**config.mk**
```make
export PLATFORM = sky130hd
export DESIGN_NAME = tks_cell
export DESIGN_NICKNAME = d
export VERILOG_FILES = /design/src/rtl/tks_pkg.sv /design/src/rtl/tks_cell.sv
export SDC_FILE = /design/constraint.sdc
export NUM_CORES = 1
export LEC_CHECK = 0
export ABC_CLOCK_PERIOD_IN_PS = 4700
export BUFFER_PORTS_ARGS = -buffer_cell sky130_fd_sc_hd__buf_2
export CORE_AREA = 2 2 131 133
export CTS_BUF_LIST = sky130_fd_sc_hd__clkbuf_4 sky130_fd_sc_hd__clkbuf_8
export DETAILED_ROUTE_END_ITERATION = 6
export DIE_AREA = 0 0 133 135
export GPL_TIMING_DRIVEN = 0
export SYNTH_ARGS = -nofsm -noshare
export SYNTH_HDL_FRONTEND = slang
export SYNTH_SLANG_ARGS = --single-unit
```
**constraint.sdc**
```tcl
create_clock -name clock -period 4.7 [get_ports clock]
set_clock_uncertainty 0.05 [all_clocks]
set_input_delay 0.705 -clock clock [delete_from_list [all_inputs] [get_ports clock]]
set_output_delay 0.705 -clock clock [all_outputs]
set_load 0.02 [all_outputs]
```
**src/rtl/tks_pkg.sv**
```systemverilog
// Shared types, codes and constants for the top-k insertion sorter.
package tks_pkg;

   localparam int DEF_MAX_ENTRIES = 64;
   localparam logic [6:0] CAP_RESET = 7'd64;

   localparam logic [1:0] MODE_INSERT = 2'd0;
   localparam logic [1:0] MODE_READ   = 2'd1;
   localparam logic [1:0] MODE_CLEAR  = 2'd2;

   localparam logic [2:0] ST_INSERTED     = 3'd0;
   localparam logic [2:0] ST_EVICTED      = 3'd1;
   localparam logic [2:0] ST_DROPPED      = 3'd2;
   localparam logic [2:0] ST_READ_OK      = 3'd3;
   localparam logic [2:0] ST_OUT_OF_RANGE = 3'd4;
   localparam logic [2:0] ST_CLEARED      = 3'd5;

   typedef struct packed {
      logic [1:0]         mode;
      logic signed [63:0] key;
      logic [5:0]         index;
   } req_item_type;

   typedef struct packed {
      logic [2:0]         status;
      logic signed [63:0] value_out;
      logic [5:0]         position;
      logic [6:0]         count;
   } rsp_item_type;

   // Control broadcast to every cell of the chain.
   typedef struct packed {
      logic compare;    // latch compare and read-select flags
      logic ins_open;   // insert into a list that is not full
      logic ins_full;   // insert with eviction of the smallest entry
   } cell_ctl_type;

endpackage

```
**src/rtl/tks_cell.sv**
```systemverilog
// One cell of the sorted chain: holds one entry and trades with its neighbours.
module tks_cell #(
   parameter int CELL_ID = 0,
   parameter int FILL_W  = 7
) (
   input  logic                 clock,
   input  tks_pkg::cell_ctl_type ctl,
   input  logic signed [63:0]   key,
   input  logic [FILL_W-1:0]    fill,
   input  logic [5:0]           index,
   input  logic                 s_prev,
   input  logic                 s_next,
   input  logic signed [63:0]   e_prev,
   input  logic signed [63:0]   e_next,
   output logic                 s,
   output logic                 mark,
   output logic signed [63:0]   entry,
   output logic signed [63:0]   rd_data
);
   import tks_pkg::*;

   logic signed [63:0] entry_ff, entry_in;
   logic               s_ff, s_in;
   logic               sel_ff, sel_in;
   logic               held;

   // A cell is held when its place lies below the fill count.
   assign held = 32'(CELL_ID) < {{(32 - FILL_W){1'b0}}, fill};

   always_comb begin
      s_in   = s_ff;
      sel_in = sel_ff;
      if (ctl.compare) begin
         // The new key belongs at or before this place.
         s_in   = !held || ($signed(key) < $signed(entry_ff));
         sel_in = held && ({26'd0, index} == 32'(CELL_ID));
      end
   end

   always_comb begin
      entry_in = entry_ff;
      if (ctl.ins_open && s_ff) begin
         entry_in = s_prev ? e_prev : key;
      end else if (ctl.ins_full && s_next) begin
         if (!s_ff) begin
            entry_in = key;
         end
      end else if (ctl.ins_full) begin
         entry_in = e_next;
      end
   end

   always_ff @(posedge clock) begin
      entry_ff <= entry_in;
      s_ff     <= s_in;
      sel_ff   <= sel_in;
   end

   assign s       = s_ff;
   assign mark    = s_ff && !s_prev;
   assign entry   = entry_ff;
   assign rd_data = sel_ff ? entry_ff : 64'sd0;

endmodule

```
**Yosys cells after proc, flatten, opt, wreduce, memory -nomap -nowiden**

Index checks and enable logic that the tools add are counted.

- $lt $le $gt $ge: 2
- Equal/unequal tests: 1
- Muxes and demuxes: 6
- Reduce and logical (&&, ||, !) cells: 10

Operator list:

| kind | number |
|---|---|
| 64-bit two-way mux | 6 |
| 64-bit less-than comparator | 1 |
| 1-bit by 7-bit less-than comparator with 1-bit output, first input constant | 1 |
| 6-bit zero test | 1 |
| 1-bit logical AND | 4 |
| 3-bit inequality test, second input constant | 1 |
| 3-bit nonzero test | 1 |
| 1-bit zero test | 2 |
| 2-bit AND reduction | 1 |
| 1-bit logical OR | 1 |

- Bits in registers: 66
- Input bits: 211
- Output and inout port bits: 130

**Longest topological paths before layout**

Gate-level depths: netlist (run 1).

- Word-level depth: 3
- Depth in mapped cells: 9
- Mapped depth without buffers: 9

**Worst setup path before layout (run 1)**

Ideal clock, no wire load.

- Path type: input to register
- Start: input ctl[1] (netlist bit)
- End: register entry_ff[0], in the netlist entry[0] (enable)
- Library setup time: 423 ps
- Arrival time: 2163 ps
- Required time: 4227 ps
- Setup slack: 2064 ps
- Stages on the path: 2
- Buffers on the path: 0
- Cells stage by stage: nand2_1 nand2_1

- Word-level cells in the longest chain between the ends: 3
- Elaborated cells between the ends (all ways): 4

Ends and longest elaborated chain:

| element | RTL line | text |
|---|---|---|
| start: declaration | tks_cell.sv:7 | `input tks_pkg::cell_ctl_type ctl,` |
| 1-bit logical AND (*) | tks_cell.sv:42 | `if (ctl.ins_open && s_ff) begin` |
| 3-bit inequality test (no line) / 3-bit nonzero test (equally long branches) | -- |  |
| 2-bit AND reduction (no line) (*) | -- |  |
| end signal: assignment | tks_cell.sv:54 | `entry_ff <= entry_in;` |
| end: declaration | tks_cell.sv:22 | `logic signed [63:0] entry_ff, entry_in;` |

Every way passes the cells marked *; elsewhere a longest branch is shown, timed or not.
A chain may end at the register's enable or synchronous reset.

**Worst setup path in the final report (run 1)**

- Start: register sel_ff
- End: output rd_data[0]

- Word-level cells in the longest chain between the ends: 1

Ends and longest elaborated chain:

| element | RTL line | text |
|---|---|---|
| start: declaration | tks_cell.sv:24 | `logic sel_ff, sel_in;` |
| start signal: assignment | tks_cell.sv:56 | `sel_ff <= sel_in;` |
| 64-bit two-way mux | tks_cell.sv:62 | `assign rd_data = sel_ff ? entry_ff : 64'sd0;` |
| end: declaration | tks_cell.sv:18 | `output logic signed [63:0] rd_data` |

Every way passes these cells.

==> results.txt, run 1 <==
The run finished, with violations left. The checks that failed: design-rule violations. Among cell families on the critical path, the largest total delay comes from buffers and inverters. The number of violations reported at the end of detailed-routing iteration 0 came out at 421. The floorplan core area is 16,400 um^2. The proportion of register bits with asynchronous set or reset after synthesis is 0%. The worst setup path is of the reg2out kind. The post-detailed-placement half-perimeter wirelength came out at 14,600 um. Measured on the finished design, the core utilization comes to 44.1%.

Among all stages on the critical path, the largest delay is contributed by clkbuf_1. The count of unique library cells instantiated by Yosys is 35. Clock tree synthesis selected as its root buffer the cell clkbuf_8. Leaving out fill and tap cells, the most frequent cells in the layout are buf_2, inv_1, edfxtp_1, a222oi_1, and2_1. The most frequent standard cell in the layout excluding fill and tap cells is buf_2. The clock net sink count came out at 66. The number of endpoints with negative hold slack in the final report came out at 0. TritonCTS built the clock tree. In the synthesized netlist the dominant register cell turns out to be edfxtp_1. The final routed wire length divided by cell count came out at 16.5 um. The post-synthesis cell area came out at 5070 um^2. The die span in y came out at 135 um. The finished cells cover 7240 um^2. The via count of the first global-routing pass came out at 5,141. The number of synthesized register bits came out at 66.

In this run the most critical hold path is launched from ctl[2]. At the worst endpoint, the required time is 3.94 ns. Traced cell by cell, the critical path runs through clkbuf_1 -> clkbuf_1 -> and2_1 -> buf_2. The startpoint identified for the worst register-to-register timing path is entry[63]. The placed cell area is 7070 um^2. Along the worst path, the maximum fanout reaches 10. Setup repair after global routing left no endpoint under its margin. Dividing total power by cell area gives a power density of 323 nW/um^2. The insertion delay of the later-clocked pin in the worst-skew pair is 0.36 ns.

The first-pass detailed-route iteration total is 7. The number of nets in the synthesized netlist is 803. The final weighted congestion in routability-driven placement is 0.852. In this run the deepest clock path goes through 2 buffers.

The count of pins over their slew limit is 0. The post-route netlist has 41.0% of its cells at a drive strength greater than 1. The tightest min-delay check is of the in2reg type.

The number of post-CTS setup repair buffers came out at 0. The relative slew slack came out at 22.0%. After detailed routing, the total wire length is 18,300 um. The number of antenna violations at the first check in global routing is 2. The synthesis warning total came out at 0. The total overflow reported by the global router is 0. Static timing analysis puts the maximum clock frequency at 353 MHz. The number of fill cells came out at 1,644. Relative to the synthesized area, the layout overhead comes to 42.7%. The total track usage came out at 19.4%.

The biggest cell delay along the critical path came out at 0.59 ns. The number of cells on the worst hold path came out at 1. The capture endpoint of the worst hold path is sel_ff. The CTS buffer count is 9. The number of max-capacitance violations reported came out at 0. Among the stages of the critical path, the cell type that occurs most often is clkbuf_1. Once the floorplan was initialized, standard cells occupied 30.9% of the core.

The global-route wire length before repair is 26,900 um. A synthesized cell averages 9.58 um^2. For the worst setup path, the data arrival time is 2.08 ns. The number of hold buffers added after cts came out at 0.

The total number of vias is 5,444. The number of placement rows is 47. In the routed layout, each cell is associated on average with a via count of 4.91. The top-level I/O count is 341. The largest vdd supply drop is 0.126 mV. The final cycle utilization of the critical path came out at 60.3%. The share of synthesized area occupied by flip-flops and latches came out at 39.1%. The floorplan step defined a die boundary enclosing 18,000 um^2. The count of cells resized by post-cts repair came out at 0. The static leakage power came out at 3.97 nW. The area of all sequential standard cells is 1980 um^2. The clock-pin slew on the worst setup and hold paths came out at 0.07 ns. The number of flops mapped to enable cells by yosys is 66. The combined area of the multi-input logic cells came out at 2520 um^2. The sum of negative setup slack came out at 0 ns.

In this run the critical register-to-register path is captured at s. The net count of the finished layout is 1,155. The gate count of the mapped netlist is 529. The horizontal extent of the die is 133 um. STA classifies the critical path startpoint as a flop. The minimum setup slack among reg-to-reg paths came out at 2.03 ns. The H-tree was split into 3 levels.

Together, buffers and inverters on the worst path number 3. In the routed design, unresolved DRC markers number 5. Entering global routing, the biggest net connects 65 pins. The setup violation total in the final timing report is 0. The worst setup path is captured at an output pin.

The minimum clock period after layout is 2.83 ns. The final antenna-violating net count is 0. The number of buffers added on ports is 340. For the pin with the worst max-slew slack, the measured transition is 1.16 ns. The path depth of the worst reg2reg path came out at 9.
-- kinds of logic after synthesis --
group           after synthesis  share of synthesized area [%]
compound gates              116                           18.6
fa+ha+maj                    63                           15.5
buf+inv                     154                           11.4
simple gates                130                           15.4
flops                        66                           39.1
-- worst reg2reg max path: cells and delay by family, from the launching register on --
kind	cells	cell delay [ns]
AND/OR/NAND/NOR	5	1.24
adder cells (fa/ha/maj)	1	0.34
buffers and inverters	1	0.05
AO/OA/AOI/OAI	2	0.37
flip-flops	1	0.38
-- through the flow --
step | hold slack (ns) | std cells | worst slack [ns] | total power, mW
2_1_floorplan | 0.767 | 529 | 2.06 | 1.50
3_3_place_gp | 0.893 | 1089 | 1.09 | 1.90
3_5_place_dp | 0.896 | 1090 | 1.58 | 1.91
4_1_cts | 0.507 | 1106 | 1.80 | 2.36
5_1_grt | 0.526 | 1106 | 1.77 | 2.49
6_report | 0.540 | 1108 | 1.87 | 2.33
-- synthesized netlist by cell type (3+ instances only) --
cell,n,area share (%)
inv_1,128,9.5
edfxtp_1,66,39
a222oi_1,64,13
and2_1,64,7.9
ha_1,63,16
a21oi_1,26,2.6
clkbuf_1,25,1.9
nand2_1,23,1.7
nand4_1,9,1.1
o21ai_0,9,0.89
nand3_1,5,0.49
nor2_1,5,0.37
nor2b_1,4,0.49
nor4_1,4,0.49
o21ai_1,4,0.39
a211oi_1,3,0.44
and3_1,3,0.37
-- sequential cells by signal, indices dropped and copies added (netlist names) --
register / cells
entry: 64
sel_ff: 1
s: 1
-- worst max-delay path by stage --
| stage | startpoint | end | slack [ns] | cells after the start |
|---|---|---|---|---|
| detailed placement | key[63] | s | 1.58 | 9 |
| finish | sel_ff | rd_data[0] | 1.87 | 4 |
| global placement | ctl[1] | entry[48] | 1.09 | 3 |
| CTS | sel_ff | rd_data[58] | 1.80 | 4 |
| floorplan | ctl[1] | entry[0] | 2.06 | 2 |
| global route | sel_ff | rd_data[3] | 1.77 | 4 |
-- layout make-up --
class | count | area share [%]
Antenna cell | 2 | 0.0692
Buffer | 26 | 1.35
Clock buffer | 12 | 2.02
Clock inverter | 4 | 0.259
Inverter | 128 | 6.64
Multi-Input combinational cell | 309 | 34.8
Sequential cell | 66 | 27.4
Tap cell | 220 | 3.80
Timing Repair Buffer | 341 | 23.7
-- routing by layer --
metal	wire length [um]	vias up	track usage, %
met5	0	-	0
met4	274	0	6.15
met3	1150	17	3.68
met2	9210	234	34.7
met1	7690	2541	23.7
li1	-	2652	-
-- power breakdown --
part           internal, mW  switching [mW]
combinational         0.390           0.618
clock                 0.205           0.242
sequential            0.795          0.0840
Note: power is estimated with default switching activity, not from simulation.
==> run 2, diff against run 1 <==
==> config.mk (replaced) <==
export PLATFORM = sky130hd
export DESIGN_NAME = tks_cell
export DESIGN_NICKNAME = d
export VERILOG_FILES = /design/src/rtl/tks_pkg.sv /design/src/rtl/tks_cell.sv
export SDC_FILE = /design/constraint.sdc
export NUM_CORES = 1
export LEC_CHECK = 0
export ABC_AREA = 1
export ABC_CLOCK_PERIOD_IN_PS = 2800
export BUFFER_PORTS_ARGS = -buffer_cell sky130_fd_sc_hd__buf_2
export CORE_AREA = 2 2 132 134
export CTS_BUF_LIST = sky130_fd_sc_hd__clkbuf_4 sky130_fd_sc_hd__clkbuf_8
export DETAILED_ROUTE_END_ITERATION = 6
export DIE_AREA = 0 0 134 136
export GPL_TIMING_DRIVEN = 0
export PLACE_DENSITY = 0.68
export SYNTH_ARGS = -nofsm -noshare
export SYNTH_HDL_FRONTEND = slang
export SYNTH_SLANG_ARGS = --single-unit
==> constraint.sdc (replaced) <==
create_clock -name clock -period 2.8 [get_ports clock]
set_clock_uncertainty 0.05 [all_clocks]
set_input_delay 0.42 -clock clock [delete_from_list [all_inputs] [get_ports clock]]
set_output_delay 0.42 -clock clock [all_outputs]
set_load 0.02 [all_outputs]
==> results.txt, run 2 <==
Counting instances, the worst hold path has a depth of 1. The via-per-instance ratio is 5.09. The average cell area after synthesis is 7.12 um^2.

Traced cell by cell, the critical path runs through buf_1 -> nand2_1 -> inv_1 -> buf_2. The number of antenna violations at the first check in global routing came out at 1. After synthesis, flip-flops and latches occupy 32.6% of the total area. The most frequent standard cell in the layout excluding fill and tap cells is buf_2. The biggest cell delay along the critical path came out at 0.74 ns. For this run, the total global-route usage over all layers was measured as 24.3%.

The number of endpoints with negative hold slack in the final report was 0. The maximum level of the CTS H-tree came out at 3. The floorplan step set the die width to 134 um. In the synthesized netlist, the cells that appear most often are inv_1, nand2_1, o21ai_0, a21oi_1, nor2_1. The clock net sink count came out at 66. The synthesized design spends more area on one cell type than any other, namely edfxtp_1. The post-synthesis cell area came out at 6080 um^2. Once layout is complete, the cells apart from fillers number 1,435. The clock-pin slew on the worst setup and hold paths came out at 0.07 ns. For hold timing, the worst endpoint is s. For the worst-skew pair, the clock arrives at the later sink with an insertion delay of 0.36 ns. The library cells used most frequently in the layout, excluding fill and tap cells, are buf_2, inv_1, o21ai_0, nand2_1, a21oi_1. The slew at the pin closest to its max-slew limit came out at 0.608 ns. The number of max-capacitance violations reported came out at 0. The final cycle utilization of the critical path came out at 87.6%. The via count of the first global-routing pass was 6,640. The highest fanout seen on the critical path is 10. The sequential cells in the finished layout cover a total of 1980 um^2. Among all stages on the critical path, the largest delay is contributed by edfxtp_1. The buffer levels on the longest clock path came out at 2. The synthesis warning total is 0. 0 antenna diodes ended up in the layout. The path depth of the worst reg2reg path is 14. The global-route wire length before repair came out at 34,300 um.

Once detail routing completed, the nets flagged for antenna violations numbered 0. The post-detailed-placement half-perimeter wirelength came out at 18,200 um. The count of cells resized by post-cts repair came out at 0. The starting utilization of the core area is 36.1%.

The critical path is of the reg2out type. The first detailed-routing pass ran for 5 iterations. Synthesis produced 855 cells. The smallest clock period supported by the final layout is computed as 2.45 ns. The layout cell share with drive strength beyond 1 came out at 31.4%. Setup repair after global routing left no endpoint under its margin. Synthesis produced a netlist with a net count of 1,129. The largest vdd supply drop is 0.234 mV. Entering global routing, the biggest net connects 34 pins.

The data arrival time of the critical path is 1.98 ns. The total overflow reported by the global router came out at 0. In this run the tool buffered the top-level ports with 339 buffer cells. The final routed wire length divided by cell count is 16.3 um. At the worst endpoint, the required time is 2.33 ns.

The launching element type of the critical path is a flop. The layout has 1,756 filler cells. The number of remaining DRC errors came out at 0.

The minimum setup slack among reg-to-reg paths is 0.74 ns. The floorplan core area came out at 16,900 um^2. The cell area power density is 506 nW/um^2. The top-level I/O count came out at 341. In the final layout, the multi-input gates occupy 3350 um^2. The path category of the worst min-delay check is in2reg. For this run, the leading register cell type out of synthesis is edfxtp_1. By area the synthesized netlist is led by edfxtp_1, ha_1, o21ai_0. The number of different library cells used by synthesis comes to 28.

The reg-to-reg critical path endpoint is s. The detailed router placed 7,306 vias in this run. The proportion of register bits with asynchronous set or reset after synthesis came out at 0%. CTS placed an instance of clkbuf_8 at the clock tree root. The reg-to-reg startpoint is entry[5]. In this run the most critical hold path is launched from ctl[2]. The static leakage power came out at 4.56 nW. The CTS buffer count came out at 9. The number of violations reported at the end of detailed-routing iteration 0 came out at 617. In the final timing run, aggregate negative setup slack is 0 ns. The post-placement cell count came out at 1,420.

The routed wire length is 23,400 um. The number of flip-flops in the largest register is 64. The overall die area came out at 18,200 um^2. The critical path endpoint category is an output pin. The layout net count came out at 1,479. Among all cell types in the netlist, the one instantiated most often is inv_1. TritonCTS built the clock tree. The top-area cell type share of the netlist area came out at 32.6%. In this run, synthesis inferred 66 flip-flops with an integrated enable.

The relative slew slack is 59.5%. The setup violation total in the final timing report is 0. The area added between synthesis and finish is 35.6%. Synthesis inferred 66 register bits. The run finished with clean final reports. The count of pins over their slew limit was 0. The number of placement rows is 48.

The final weighted congestion in routability-driven placement came out at 0.900. The die span in y came out at 136 um. Static timing analysis puts the maximum clock frequency at 408 MHz.
## run 2: changes by cell type in the layout (fill, tap and decap cells not counted), moves of 8 or more
cell and delta:
o21ai_0 +116, nand2_1 +103, nor2_1 +77, a21oi_1 +68, a222oi_1 -64, and2_1 -63, o22ai_1 +63, inv_1 +15
buf_2 +13, buf_1 +8
## run 2: per-stage QoR
stage | power [mW] | setup WS, ns | hold WS (ns) | util (%) | instance area, um^2
after floorplan | 2.69 | 0.00363 | 0.482 | - | 6080
after global placement | 3.40 | -1.40 | 0.641 | 47.8 | 8060
after detailed placement | 3.44 | 0.253 | 0.639 | 47.9 | 8090
after CTS | 4.20 | 0.0872 | 0.246 | 48.9 | 8260
after global routing | 4.45 | 0.129 | 0.254 | 48.9 | 8250
final | 4.18 | 0.349 | 0.274 | 48.9 | 8250
## run 2: report_power, final
part           switching [mW]  leakage [nW]  total [mW]  internal [mW]
Sequential              0.152         0.649        1.49           1.34
Clock                   0.411        0.0918       0.756          0.345
Combinational            1.24          3.82        1.93          0.691
## run 2: worst max path at each step
stage,from,to,slack (ns),cells past startpoint
after floorplan,ctl[0],entry[0],0.004,4
after global placement,s_next,entry[20],-1.40,6
after detailed placement,ctl[0],entry[19],0.25,6
after CTS,sel_ff,rd_data[32],0.09,5
after global routing,sel_ff,rd_data[24],0.13,4
final,sel_ff,rd_data[57],0.35,4
## run 2: cell families (layout without fill, tap and decap cells)
group           count (synthesis)  in the layout  share of synthesized area [%]
compound gates                295            295                           25.7
fa+ha+maj                      63             63                           13.0
buf+inv                       199            554                           12.6
flops                          66             66                           32.6
simple gates                  232            232                           16.2
## run 2: worst max-delay path: cells and delay by family (launching register included)
kind / cells / cell delay [ns]
and+or+nand+nor: 1 / 0.12
DFF: 1 / 0.74
buffers and inverters: 3 / 0.76
## run 2: cell type report
| type | count | area share (%) |
|---|---|---|
| plain buffers | 53 | 2.62 |
| clock buffers | 12 | 1.77 |
| clock inverters | 4 | 0.227 |
| inverters | 145 | 6.60 |
| multi-input cells | 590 | 40.5 |
| flip-flops and latches | 66 | 24.0 |
| well taps | 225 | 3.41 |
| repair buffers | 340 | 20.8 |
## run 2: what timing repair did
item,4_1_cts,5_1_grt
setup buffers,0,0
hold buffers,0,0
endpoints found under the hold margin,0,0
endpoints found under the setup margin,0,7
## run 2: routing by layer
| metal | up-vias | GRT usage (%) | part of all wire (%) |
|---|---|---|---|
| met5 | - | 0 | 0 |
| met1 | 3305 | 32.2 | 42 |
| li1 | 3603 | - | - |
| met2 | 362 | 40.5 | 47 |
| met3 | 36 | 3.28 | 8.2 |
| met4 | 0 | 9.04 | 2.3 |
